==> src/sv/pdfm_pkg.sv <==
// Shared constants and types of the PWM duty and frequency meter.
package pdfm_pkg;

  localparam int TS_BITS    = 16;
  localparam int PER_W      = TS_BITS + 1;
  localparam int TICK_W     = 27;
  localparam int DUTY_W     = 7;
  localparam int DIV_W      = TICK_W;
  localparam int DIV_CNT_W  = $clog2(DIV_W + 1);
  localparam int OUT_DATA_W = ((DUTY_W + TICK_W + 7) / 8) * 8;

  localparam int unsigned PERCENT = 100;
  localparam logic [TICK_W-1:0] TICK_RATE_RESET = TICK_W'(1000000);

  localparam logic CMD_ARM  = 1'b0;
  localparam logic CMD_EDGE = 1'b1;

  typedef struct packed {
    logic             start;
    logic [DIV_W-1:0] dividend;
    logic [PER_W-1:0] divisor;
  } div_req_t;

  typedef struct packed {
    logic             busy;
    logic             done;
    logic [DIV_W-1:0] quotient;
  } div_rsp_t;

endpackage

==> src/sv/pwm_duty_frequency_meter.sv <==
// PWM duty/frequency meter: edge capture, result sequencer over one shared serial divider.
// Arm commands and edges that do not complete a measurement are taken whenever the sequencer is idle.
// An edge completing a measurement reaches its result through two divisions
// (duty, then frequency) on the one divider, plus setup and output load.
// A zero period skips the divider and goes from the start step straight to the push step.
// rst_n is synchronous, active low: meter idle, tick rate 1000000, no result pending.
module pwm_duty_frequency_meter (
  input  logic                              clk,
  input  logic                              rst_n,
  input  logic                              in_tvalid,
  output logic                              in_tready,
  input  logic [pdfm_pkg::TS_BITS-1:0]      in_tdata,   // timestamp
  input  logic [1:0]                        in_tuser,   // cmd, edge_rising
  output logic                              out_tvalid,
  input  logic                              out_tready,
  output logic [pdfm_pkg::OUT_DATA_W-1:0]   out_tdata,  // duty_percent, frequency_hz, zero pad
  output logic [0:0]                        out_tuser,  // zero_period
  input  logic                              cfg_wr_en,
  input  logic [pdfm_pkg::TICK_W-1:0]       cfg_wr_data
);
  import pdfm_pkg::*;

  localparam logic [1:0] PH_IDLE  = 2'd0;
  localparam logic [1:0] PH_RISE1 = 2'd1;
  localparam logic [1:0] PH_FALL  = 2'd2;
  localparam logic [1:0] PH_RISE2 = 2'd3;

  localparam logic [2:0] SQ_IDLE  = 3'd0;
  localparam logic [2:0] SQ_START = 3'd1;
  localparam logic [2:0] SQ_DUTY  = 3'd2;
  localparam logic [2:0] SQ_FREQ  = 3'd3;
  localparam logic [2:0] SQ_PUSH  = 3'd4;

  logic [1:0]          ph_r, ph_nxt;
  logic [2:0]          sq_r, sq_nxt;
  logic [TICK_W-1:0]   tick_r;
  logic [TS_BITS-1:0]  rise_r, rise_nxt;
  logic [TS_BITS-1:0]  fall_r, fall_nxt;
  logic [TS_BITS-1:0]  high_r, high_nxt;
  logic [PER_W-1:0]    period_r, period_nxt;
  logic [DUTY_W-1:0]   duty_r, duty_nxt;
  logic [TICK_W-1:0]   freq_r, freq_nxt;
  logic                zp_r, zp_nxt;
  logic                ovalid_r, ovalid_nxt;
  logic [DUTY_W-1:0]   odut_r, odut_nxt;
  logic [TICK_W-1:0]   ofrq_r, ofrq_nxt;
  logic                ozp_r, ozp_nxt;

  logic                accept;
  logic                cmd;
  logic                rising;
  logic [TS_BITS-1:0]  high_w;
  logic [TS_BITS-1:0]  low_w;
  div_req_t            div_req;
  div_rsp_t            div_rsp;

  pdfm_div u_div (
    .clk   (clk),
    .rst_n (rst_n),
    .req   (div_req),
    .rsp   (div_rsp)
  );

  assign in_tready = (sq_r == SQ_IDLE);
  assign accept    = in_tvalid && in_tready;
  assign cmd       = in_tuser[0];
  assign rising    = in_tuser[1];
  assign high_w    = fall_r - rise_r;
  assign low_w     = in_tdata - fall_r;

  always_comb begin
    ph_nxt     = ph_r;
    sq_nxt     = sq_r;
    rise_nxt   = rise_r;
    fall_nxt   = fall_r;
    high_nxt   = high_r;
    period_nxt = period_r;
    duty_nxt   = duty_r;
    freq_nxt   = freq_r;
    zp_nxt     = zp_r;
    ovalid_nxt = ovalid_r;
    odut_nxt   = odut_r;
    ofrq_nxt   = ofrq_r;
    ozp_nxt    = ozp_r;
    div_req    = '0;

    if (ovalid_r && out_tready) begin
      ovalid_nxt = 1'b0;
    end

    // capture side
    if (accept) begin
      priority if (cmd == CMD_ARM) begin
        ph_nxt = PH_RISE1;
      end else begin
        unique case (ph_r)
          PH_RISE1: if (rising) begin
            rise_nxt = in_tdata;
            ph_nxt   = PH_FALL;
          end
          PH_FALL: if (!rising) begin
            fall_nxt = in_tdata;
            ph_nxt   = PH_RISE2;
          end
          PH_RISE2: if (rising) begin
            ph_nxt     = PH_IDLE;
            high_nxt   = high_w;
            period_nxt = {1'b0, high_w} + {1'b0, low_w};
            sq_nxt     = SQ_START;
          end
          default: ;
        endcase
      end
    end

    // result sequencer
    unique case (sq_r)
      SQ_IDLE: ;
      SQ_START: begin
        if (period_r == '0) begin
          duty_nxt = '0;
          freq_nxt = '0;
          zp_nxt   = 1'b1;
          sq_nxt   = SQ_PUSH;
        end else begin
          div_req.start    = 1'b1;
          div_req.dividend = DIV_W'(high_r * PERCENT);
          div_req.divisor  = period_r;
          zp_nxt           = 1'b0;
          sq_nxt           = SQ_DUTY;
        end
      end
      SQ_DUTY: if (div_rsp.done) begin
        // high <= period, so the quotient is at most 100
        duty_nxt         = div_rsp.quotient[DUTY_W-1:0];
        div_req.start    = 1'b1;
        div_req.dividend = DIV_W'(tick_r);
        div_req.divisor  = period_r;
        sq_nxt           = SQ_FREQ;
      end
      SQ_FREQ: if (div_rsp.done) begin
        freq_nxt = div_rsp.quotient[TICK_W-1:0];
        sq_nxt   = SQ_PUSH;
      end
      SQ_PUSH: if (!ovalid_r || out_tready) begin
        ovalid_nxt = 1'b1;
        odut_nxt   = duty_r;
        ofrq_nxt   = freq_r;
        ozp_nxt    = zp_r;
        sq_nxt     = SQ_IDLE;
      end
      default: sq_nxt = SQ_IDLE;
    endcase
  end

  always_ff @(posedge clk) begin
    if (!rst_n) begin
      ph_r     <= PH_IDLE;
      sq_r     <= SQ_IDLE;
      ovalid_r <= 1'b0;
      tick_r   <= TICK_RATE_RESET;
      rise_r   <= '0;
      fall_r   <= '0;
    end else begin
      ph_r     <= ph_nxt;
      sq_r     <= sq_nxt;
      ovalid_r <= ovalid_nxt;
      rise_r   <= rise_nxt;
      fall_r   <= fall_nxt;
      if (cfg_wr_en) begin
        tick_r <= cfg_wr_data;
      end
    end
  end

  always_ff @(posedge clk) begin
    high_r   <= high_nxt;
    period_r <= period_nxt;
    duty_r   <= duty_nxt;
    freq_r   <= freq_nxt;
    zp_r     <= zp_nxt;
    odut_r   <= odut_nxt;
    ofrq_r   <= ofrq_nxt;
    ozp_r    <= ozp_nxt;
  end

  assign out_tvalid = ovalid_r;
  assign out_tdata  = {{(OUT_DATA_W - DUTY_W - TICK_W){1'b0}}, ofrq_r, odut_r};
  assign out_tuser  = ozp_r;

  a_zero_fields: assert property (@(posedge clk) disable iff (!rst_n)
    (ovalid_r && ozp_r) |-> (odut_r == '0 && ofrq_r == '0))
    else $error("zero period request carries nonzero fields");

  a_duty_range: assert property (@(posedge clk) disable iff (!rst_n)
    ovalid_r |-> (odut_r <= DUTY_W'(PERCENT)))
    else $error("duty above 100 percent");

  a_div_tracks: assert property (@(posedge clk) disable iff (!rst_n)
    (sq_r == SQ_DUTY || sq_r == SQ_FREQ) |-> (div_rsp.busy || div_rsp.done))
    else $error("sequencer waits on an idle divider");

  a_rose_from_push: assert property (@(posedge clk) disable iff (!rst_n)
    $rose(ovalid_r) |-> $past(sq_r) == SQ_PUSH)
    else $error("result request raised outside push step");

endmodule

==> src/sv/pdfm_div.sv <==
// Radix-2 restoring divider, one quotient bit per cycle.
module pdfm_div (
  input  logic                clk,
  input  logic                rst_n,
  input  pdfm_pkg::div_req_t  req,
  output pdfm_pkg::div_rsp_t  rsp
);
  import pdfm_pkg::*;

  logic [DIV_W-1:0]     quo_r;
  logic [PER_W-1:0]     rem_r;
  logic [PER_W-1:0]     dvs_r;
  logic [DIV_CNT_W-1:0] cnt_r;
  logic                 done_r;

  logic [PER_W:0]       trial;
  logic [PER_W:0]       diff;
  logic                 qbit;
  logic [PER_W-1:0]     rem_nxt;

  // rem < divisor, so trial < 2*divisor: MSB of diff is the borrow
  assign trial   = {rem_r, quo_r[DIV_W-1]};
  assign diff    = trial - {1'b0, dvs_r};
  assign qbit    = ~diff[PER_W];
  assign rem_nxt = qbit ? diff[PER_W-1:0] : trial[PER_W-1:0];

  always_ff @(posedge clk) begin
    if (!rst_n) begin
      cnt_r  <= '0;
      done_r <= 1'b0;
    end else begin
      done_r <= (cnt_r == DIV_CNT_W'(1));
      if (req.start) begin
        cnt_r <= DIV_CNT_W'(DIV_W);
      end else if (cnt_r != '0) begin
        cnt_r <= cnt_r - DIV_CNT_W'(1);
      end
    end
  end

  always_ff @(posedge clk) begin
    if (req.start) begin
      quo_r <= req.dividend;
      rem_r <= '0;
      dvs_r <= req.divisor;
    end else if (cnt_r != '0) begin
      quo_r <= {quo_r[DIV_W-2:0], qbit};
      rem_r <= rem_nxt;
    end
  end

  assign rsp.busy     = (cnt_r != '0);
  assign rsp.done     = done_r;
  assign rsp.quotient = quo_r;

  a_start_idle: assert property (@(posedge clk) disable iff (!rst_n)
    req.start |-> !rsp.busy)
    else $error("divider started while busy");

  a_done_after_last: assert property (@(posedge clk) disable iff (!rst_n)
    done_r |-> !rsp.busy && !$past(req.start))
    else $error("divider done out of sequence");

endmodule
==> config.mk <==
export PLATFORM = sky130hd
export DESIGN_NAME = pwm_duty_frequency_meter
export DESIGN_NICKNAME = d
export VERILOG_FILES = /design/src/sv/pdfm_pkg.sv /design/src/sv/pwm_duty_frequency_meter.sv /design/src/sv/pdfm_div.sv
export SDC_FILE = /design/constraint.sdc
export NUM_CORES = 1
export LEC_CHECK = 0
export BUFFER_PORTS_ARGS = -buffer_cell sky130_fd_sc_hd__buf_4
export CAP_MARGIN = 20
export CORE_MARGIN = 2
export CORE_UTILIZATION = 50
export DETAILED_ROUTE_END_ITERATION = 8
export GPL_ROUTABILITY_DRIVEN = 0
export PLACE_DENSITY = 0.79
export SLEW_MARGIN = 25
export SYNTH_ARGS = -nofsm -noshare
export SYNTH_HDL_FRONTEND = slang
export SYNTH_SLANG_ARGS = --single-unit
==> constraint.sdc <==
create_clock -name clk -period 3.8 [get_ports clk]
set_input_delay 0.19 -clock clk [delete_from_list [all_inputs] [get_ports clk]]
set_output_delay 0.19 -clock clk [all_outputs]
set_load 0.01 [all_outputs]
# Word level (Yosys, flattened, before mapping)
# Index checks and enable logic that the tools add are counted.
[word_totals]
register_bits = 235
latchBits = 0
ramBits = 0
romBits = 0
n_memories = 0
[op_classes]
addsub = 5
multipliers = 1
div = 0
n_lt_le_gt_ge = 0
n_eq_ne = 15
shifts = 0
n_mux = 32
bitwise = 3
n_reduce_logical = 18
[op_table]
columns = ["op", "count"]
rows = [
  ["$mux W27", 4],
  ["$mux W45", 2],
  ["$pmux W45 S2", 1],
  ["$pmux W27 S2", 1],
  ["$sub A16 B16 Y16", 2],
  ["$mux W3", 8],
  ["$mul A16 B5 Y21 const B", 1],
  ["$sub A18 B17 Y18", 1],
  ["$add A16 B16 Y17", 1],
  ["$logic_not A17 Y1", 1],
  ["$mux W17", 1],
  ["$pmux W3 S5", 1],
  ["$mux W7", 2],
  ["$pmux W7 S2", 1],
  ["$reduce_and A4 Y1", 3],
  ["$mux W5", 2],
  ["$ne A3 B3 Y1 const B", 3],
  ["$mux W2", 4],
  ["$eq A3 B2 Y1 const B", 2],
  ["$pmux W2 S3", 1],
  ["$reduce_and A3 Y1", 2],
  ["$reduce_bool A2 Y1", 3],
  ["$eq A5 B1 Y1 const B", 1],
  ["$reduce_and A5 Y1", 1],
  ["other kinds (17)", 25],
]

# Depth between registers and ports, before layout
[logic_depth]
depth_word = 6
depth_mapped = 19
mapped_depth_nobuf = 19

# Modules after synthesis
# A second synthesis with hierarchy kept.
[unflattened]
cells_unflattened = 1262
area_unflattened_um2 = 13580.5
[by_module_without_submodules]
columns = ["mod", "n_inst", "cells_each", "area_each_um2", "seq_area_each_um2"]
rows = [
  ["pwm_duty_frequency_meter", 1, 944, 9963.3, 4394.2],
  ["pdfm_div", 1, 318, 3617.2, 1781.7],
]

# Worst setup path before layout
# OpenSTA, ideal clock, no wires.
[synth_path]
path_kind = "flip-flop to flip-flop"
startpoint = "register fall_r[0]"
endpoint = "register period_r[16], data pin"
setup_time_ns = 0.270
t_arrival_ns = 3.338
required_time_ns = 3.530
path_slack_ns = 0.192
path_stages_with_launch = 19
n_path_buf = 0
cell_sequence = "dfxtp_1 -> inv_1 -> ha_1 -> inv_1 -> fa_1 -> a21oi_1 -> nor2_1 -> or3_1 -> a21o_1 -> a21oi_1 -> xnor2_1 -> ha_1 -> and3_1 -> a31oi_1 -> o21ai_0 -> a21oi_1 -> nor3_1 -> a211oi_1 -> o21ai_0"
[synth_between]
elab_chain_len = 2
word_cells_on_any_way = 3
cone_classes = "add/sub: 3"
[synth_lines]
columns = ["element", "line", "text"]
rows = [
  ["start: declaration", "pwm_duty_frequency_meter.sv:38", "logic [TS_BITS-1:0] fall_r, fall_nxt;"],
  ["start signal: assignment", "pwm_duty_frequency_meter.sv:169", "fall_r <= fall_nxt;"],
  ["$sub A16 B16 Y16", "pwm_duty_frequency_meter.sv:68", "assign high_w = fall_r - rise_r;"],
  ["net high_w[8]", "pwm_duty_frequency_meter.sv:52", "logic [TS_BITS-1:0] high_w;"],
  ["$add A16 B16 Y17", "pwm_duty_frequency_meter.sv:108", "period_nxt = {1'b0, high_w} + {1'b0, low_w};"],
  ["end signal: assignment", "pwm_duty_frequency_meter.sv:178", "period_r <= period_nxt;"],
  ["end: declaration", "pwm_duty_frequency_meter.sv:40", "logic [PER_W-1:0] period_r, period_nxt;"],
]
# The timed path passes the listed nets, and every way through them passes these cells.
# A chain may end at the register's enable or synchronous reset.

# Worst setup path in the final report
[layout_path]
startpoint = "register fall_r[0]"
endpoint = "register period_r[13], data pin"
# The elaborated chain is that of the path after synthesis.

==> impl_metrics.py <==
metrics = {
    "layout": {
        "finish.net_count": 1632,
        "flow.area_growth_from_synthesis_pct": 18.16,
        "layout.filler_cells": 2015,
        "diodes": 0,
        "post_route_cells_drive_above_1_share_pct": 12.42,
    },
    "pwr": {
        "clkPwrFrac_pct": 30.6,
        "share_comb_of_total_power_pct": 29.0,
        "peakVddDrop_uv": 301.3,
        "power.switching_fraction_pct": 31.45,
        "power_switching_w": 0.002610,
        "share_seq_of_total_power_pct": 40.3,
        "p_leak_nw": 6.736,
        "p_int_w": 0.005689,
        "power_dens_cells_nw_per_um2": 524.0,
    },
    "sta": {
        "fin_ws_ps": 10.53,
        "setup_viol_count_final": 0,
        "maxClockFrequency_mhz": 263.9,
        "setup_repair_after_global_routing_missed_its_margin": "true",
        "final_hold_viol_count": 0,
        "hold_ws_ps": 15.96,
        "min_period_over_period_pct": 99.72,
        "worst_slew_margin_rel_pct": 50.75,
        "worst-slew-pin-transition_ps": 733.2,
        "setup_skew_after_layout_ps": 26.38,
        "timing.final.max_slew_violations": 0,
        "final.min_clock_period_ps": 3789,
    },
    "clock_tree": {
        "clockBufferDepth": 3,
        "tritoncts_clock_tree": "built",
        "cts_h_tree_depth": 1,
        "cts_inserted_buffers": 26,
        "clk_root_buffer_cell": "clkbuf_16",
        "clock_insertion_delay_worst_skew_ps": 550,
        "clk_pin_slew_ps": 60,
        "numClockSinks": 235,
    },
    "logic_synthesis": {
        "synth.cells.most_frequent": "147 x edfxtp_1, 132 x nand2_1, 122 x ha_1",
        "most_numerous_cell_in_the_yosys_netlist": "edfxtp_1",
        "post_synthesis_cell_count": 1308,
        "synth_ff_type": "edfxtp_1",
        "yosys-top-cells-area": "edfxtp_1 33%, dfxtp_1 13%, ha_1 11%",
        "ys_seq_elements": 235,
        "post_synth.cell_area_avg_um2": 10.25,
        "number_of_enable_type_register_cells_in_the_synthesized_netlist": 147,
        "post_synth_instance_area_um2": 13400,
        "synth.top_cell.area_share_pct": 32.94,
        "synthesis.yosys.warnings": 0,
        "asyncSetResetFlopFracSynth_pct": 0,
        "synthDominantAreaCellType": "edfxtp_1",
        "number_of_different_library_cells_in_the_post_synthesis_netlist": 63,
        "fraction_of_the_yosys_area_taken_by_sequential_cells_pct": 46.08,
    },
    "hold_path": {
        "hp-start": "in_tuser[0]",
        "min-delay-path-class": "in2reg",
    },
    "detailed_routing": {
        "ant_nets": 0,
        "drt_first_iter_violations": 709,
        "drc_errors": 0,
        "routed_wire_length_per_instance_um": 16.62,
        "wirelength_um": 29920,
        "number_of_iterations_in_the_first_detailed_routing_pass": 6,
        "detailroute.via_count": 9948,
        "avgViaCountPerCell": 5.527,
    },
    "grt": {
        "initial_antenna_violation_count": 0,
        "grt_overflow_total": 0,
        "grt_start_max_net_pins": 72,
        "wire_length_of_the_first_global_routing_pass_um": 47870,
        "gr-usage-all-layers_pct": 20.65,
        "vias_in_the_first_global_route": 9749,
    },
    "floorplanning": {
        "core_area_um2": 26210,
        "ios": 93,
        "placementRows": 59,
        "dieHeight_um": 167.7,
        "die_width_um": 167.7,
        "start_util_pct": 51.14,
        "design.die.area_um2": 28130,
    },
    "setup_path": {
        "critPathMaxFanout": 5,
        "launching_element_of_the_worst_setup_path": "fall_r[0]",
        "setup.worst_path.class": "reg2reg",
        "crit-reg2reg-launch": "fall_r[0]",
        "rr_endpoint": "period_r[13]",
        "critPathArrivalTime_ps": 4060,
        "worst_r2r_path_depth": 17,
        "kind_of_launch_point_of_the_worst_setup_path": "register",
        "critical_path.endpoint": "period_r[13]",
        "cp_data_required_time_ps": 4070,
        "timing.critical_path.to_type": "register",
        "worst-r2r-setup-slack_ps": 10,
    },
    "placed_design": {
        "pre_cts_ws_ps": -125.9,
        "port_buffers": 86,
        "detailedPlacementHpwl_um": 20720,
    },
    "job": {
        "cap_violations": 0,
    },
    "run_status": {
        "status": "complete, no violations",
    },
}
registers in the layout, indices dropped and copies added (netlist names), 2 cells and up:
signal / flops
sq_r: 3
u_div.dvs_r: 17
freq_r: 27
rise_r: 16
ofrq_r: 27
u_div.cnt_r: 5
odut_r: 7
high_r: 16
u_div.rem_r: 17
duty_r: 7
u_div.quo_r: 27
period_r: 17
fall_r: 16
tick_r: 27
ph_r: 2
stage by stage:
stage	instance area, µm²	setup TNS [ps]	std cells	total power, W	util [%]
detailed placement	14410	-198.6	1704	0.005673	54.98
floorplan	13420	0	1313	0.005109	-
global placement	14410	0	1704	0.005568	54.98
global route	15840	-477.1	1800	0.008720	60.43
finish	15840	0	1800	0.008299	60.43
CTS	15740	0	1796	0.008266	60.05
worst min path at each step:
stage,endpoint,slack (ps),cells past startpoint
3_3_place_gp,ofrq_r[24],400,0
3_5_place_dp,ofrq_r[19],400,0
6_report,ph_r[0],20,3
2_1_floorplan,tick_r[19],320,2
5_1_grt,ph_r[0],20,3
4_1_cts,ph_r[0],0.04,3
placed cells by master, fill, tap and decap left out, types with 24 or more instances in the layout:
cell and n:
xor2_1 24, o21ai_1 24, inv_1 117, o21ai_0 42
ha_1 120, dfxtp_1 86, nand2_1 132, dlygate4sd3_1 44
mux2i_1 42, xnor2_1 42, nor2b_1 33, buf_4 106
nor2_1 49, a21oi_1 63, edfxtp_1 147, clkbuf_16 26
and2_1 52
kinds of logic after synthesis:
family,share of synthesized area [%]
fa+ha+maj,13.63
flops,46.08
simple gates,13.95
other cells,0.02798
xor+xnor,4.444
mux,3.137
buf+inv,4.985
compound gates,13.75
metal layers:
| metal | vias to the layer above | wire length [µm] | GRT usage [%] |
|---|---|---|---|
| li1 | 4879 | - | - |
| met1 | 4696 | 13110 | 27.09 |
| met2 | 305 | 14450 | 35.68 |
| met3 | 68 | 1540 | 2.647 |
| met4 | 0 | 826 | 6.503 |
| met5 | - | 0 | 0 |
repair_timing:
action	CTS	global route
pin swaps	1	15
gates resized for setup	8	22
setup endpoints to repair	4	8
endpoints found under the hold margin	60	0
setup buffers	0	4
hold buffers	44	0
final cells by class:
cell class	count	area (µm²)	share of cell area, %
timing repair buffer	150	1236	7.806
clock inverter	15	165.2	1.043
tap	335	419.2	2.647
multi-input combinational	911	6686	42.22
inverter	121	454.2	2.868
clock buffer	33	696.9	4.401
sequential	235	6178	39.01
critical path, stage by stage (launching register included):
cell     delay, ps
dfxtp_2        330
inv_2           60
ha_4           130
inv_2           40
fa_2           390
a21oi_2        170
nor2_2          60
or3_4          360
buf_4          140
xor2_1         240
ha_1           350
and3_4         220
a31oi_1        220
o21ai_1        150
o21ai_2        190
a21oi_2         90
o41ai_2        260
xnor2_1        130
power groups by stage:
stage          Clock, W  Combinational, W  Sequential, W
2_1_floorplan         0           0.00180        0.00331
3_3_place_gp          0           0.00219        0.00338
3_5_place_dp          0           0.00228        0.00339
4_1_cts         0.00257           0.00236        0.00334
5_1_grt         0.00268           0.00266        0.00339
6_report        0.00254           0.00241        0.00335
Power figures use the tool's default switching activity.
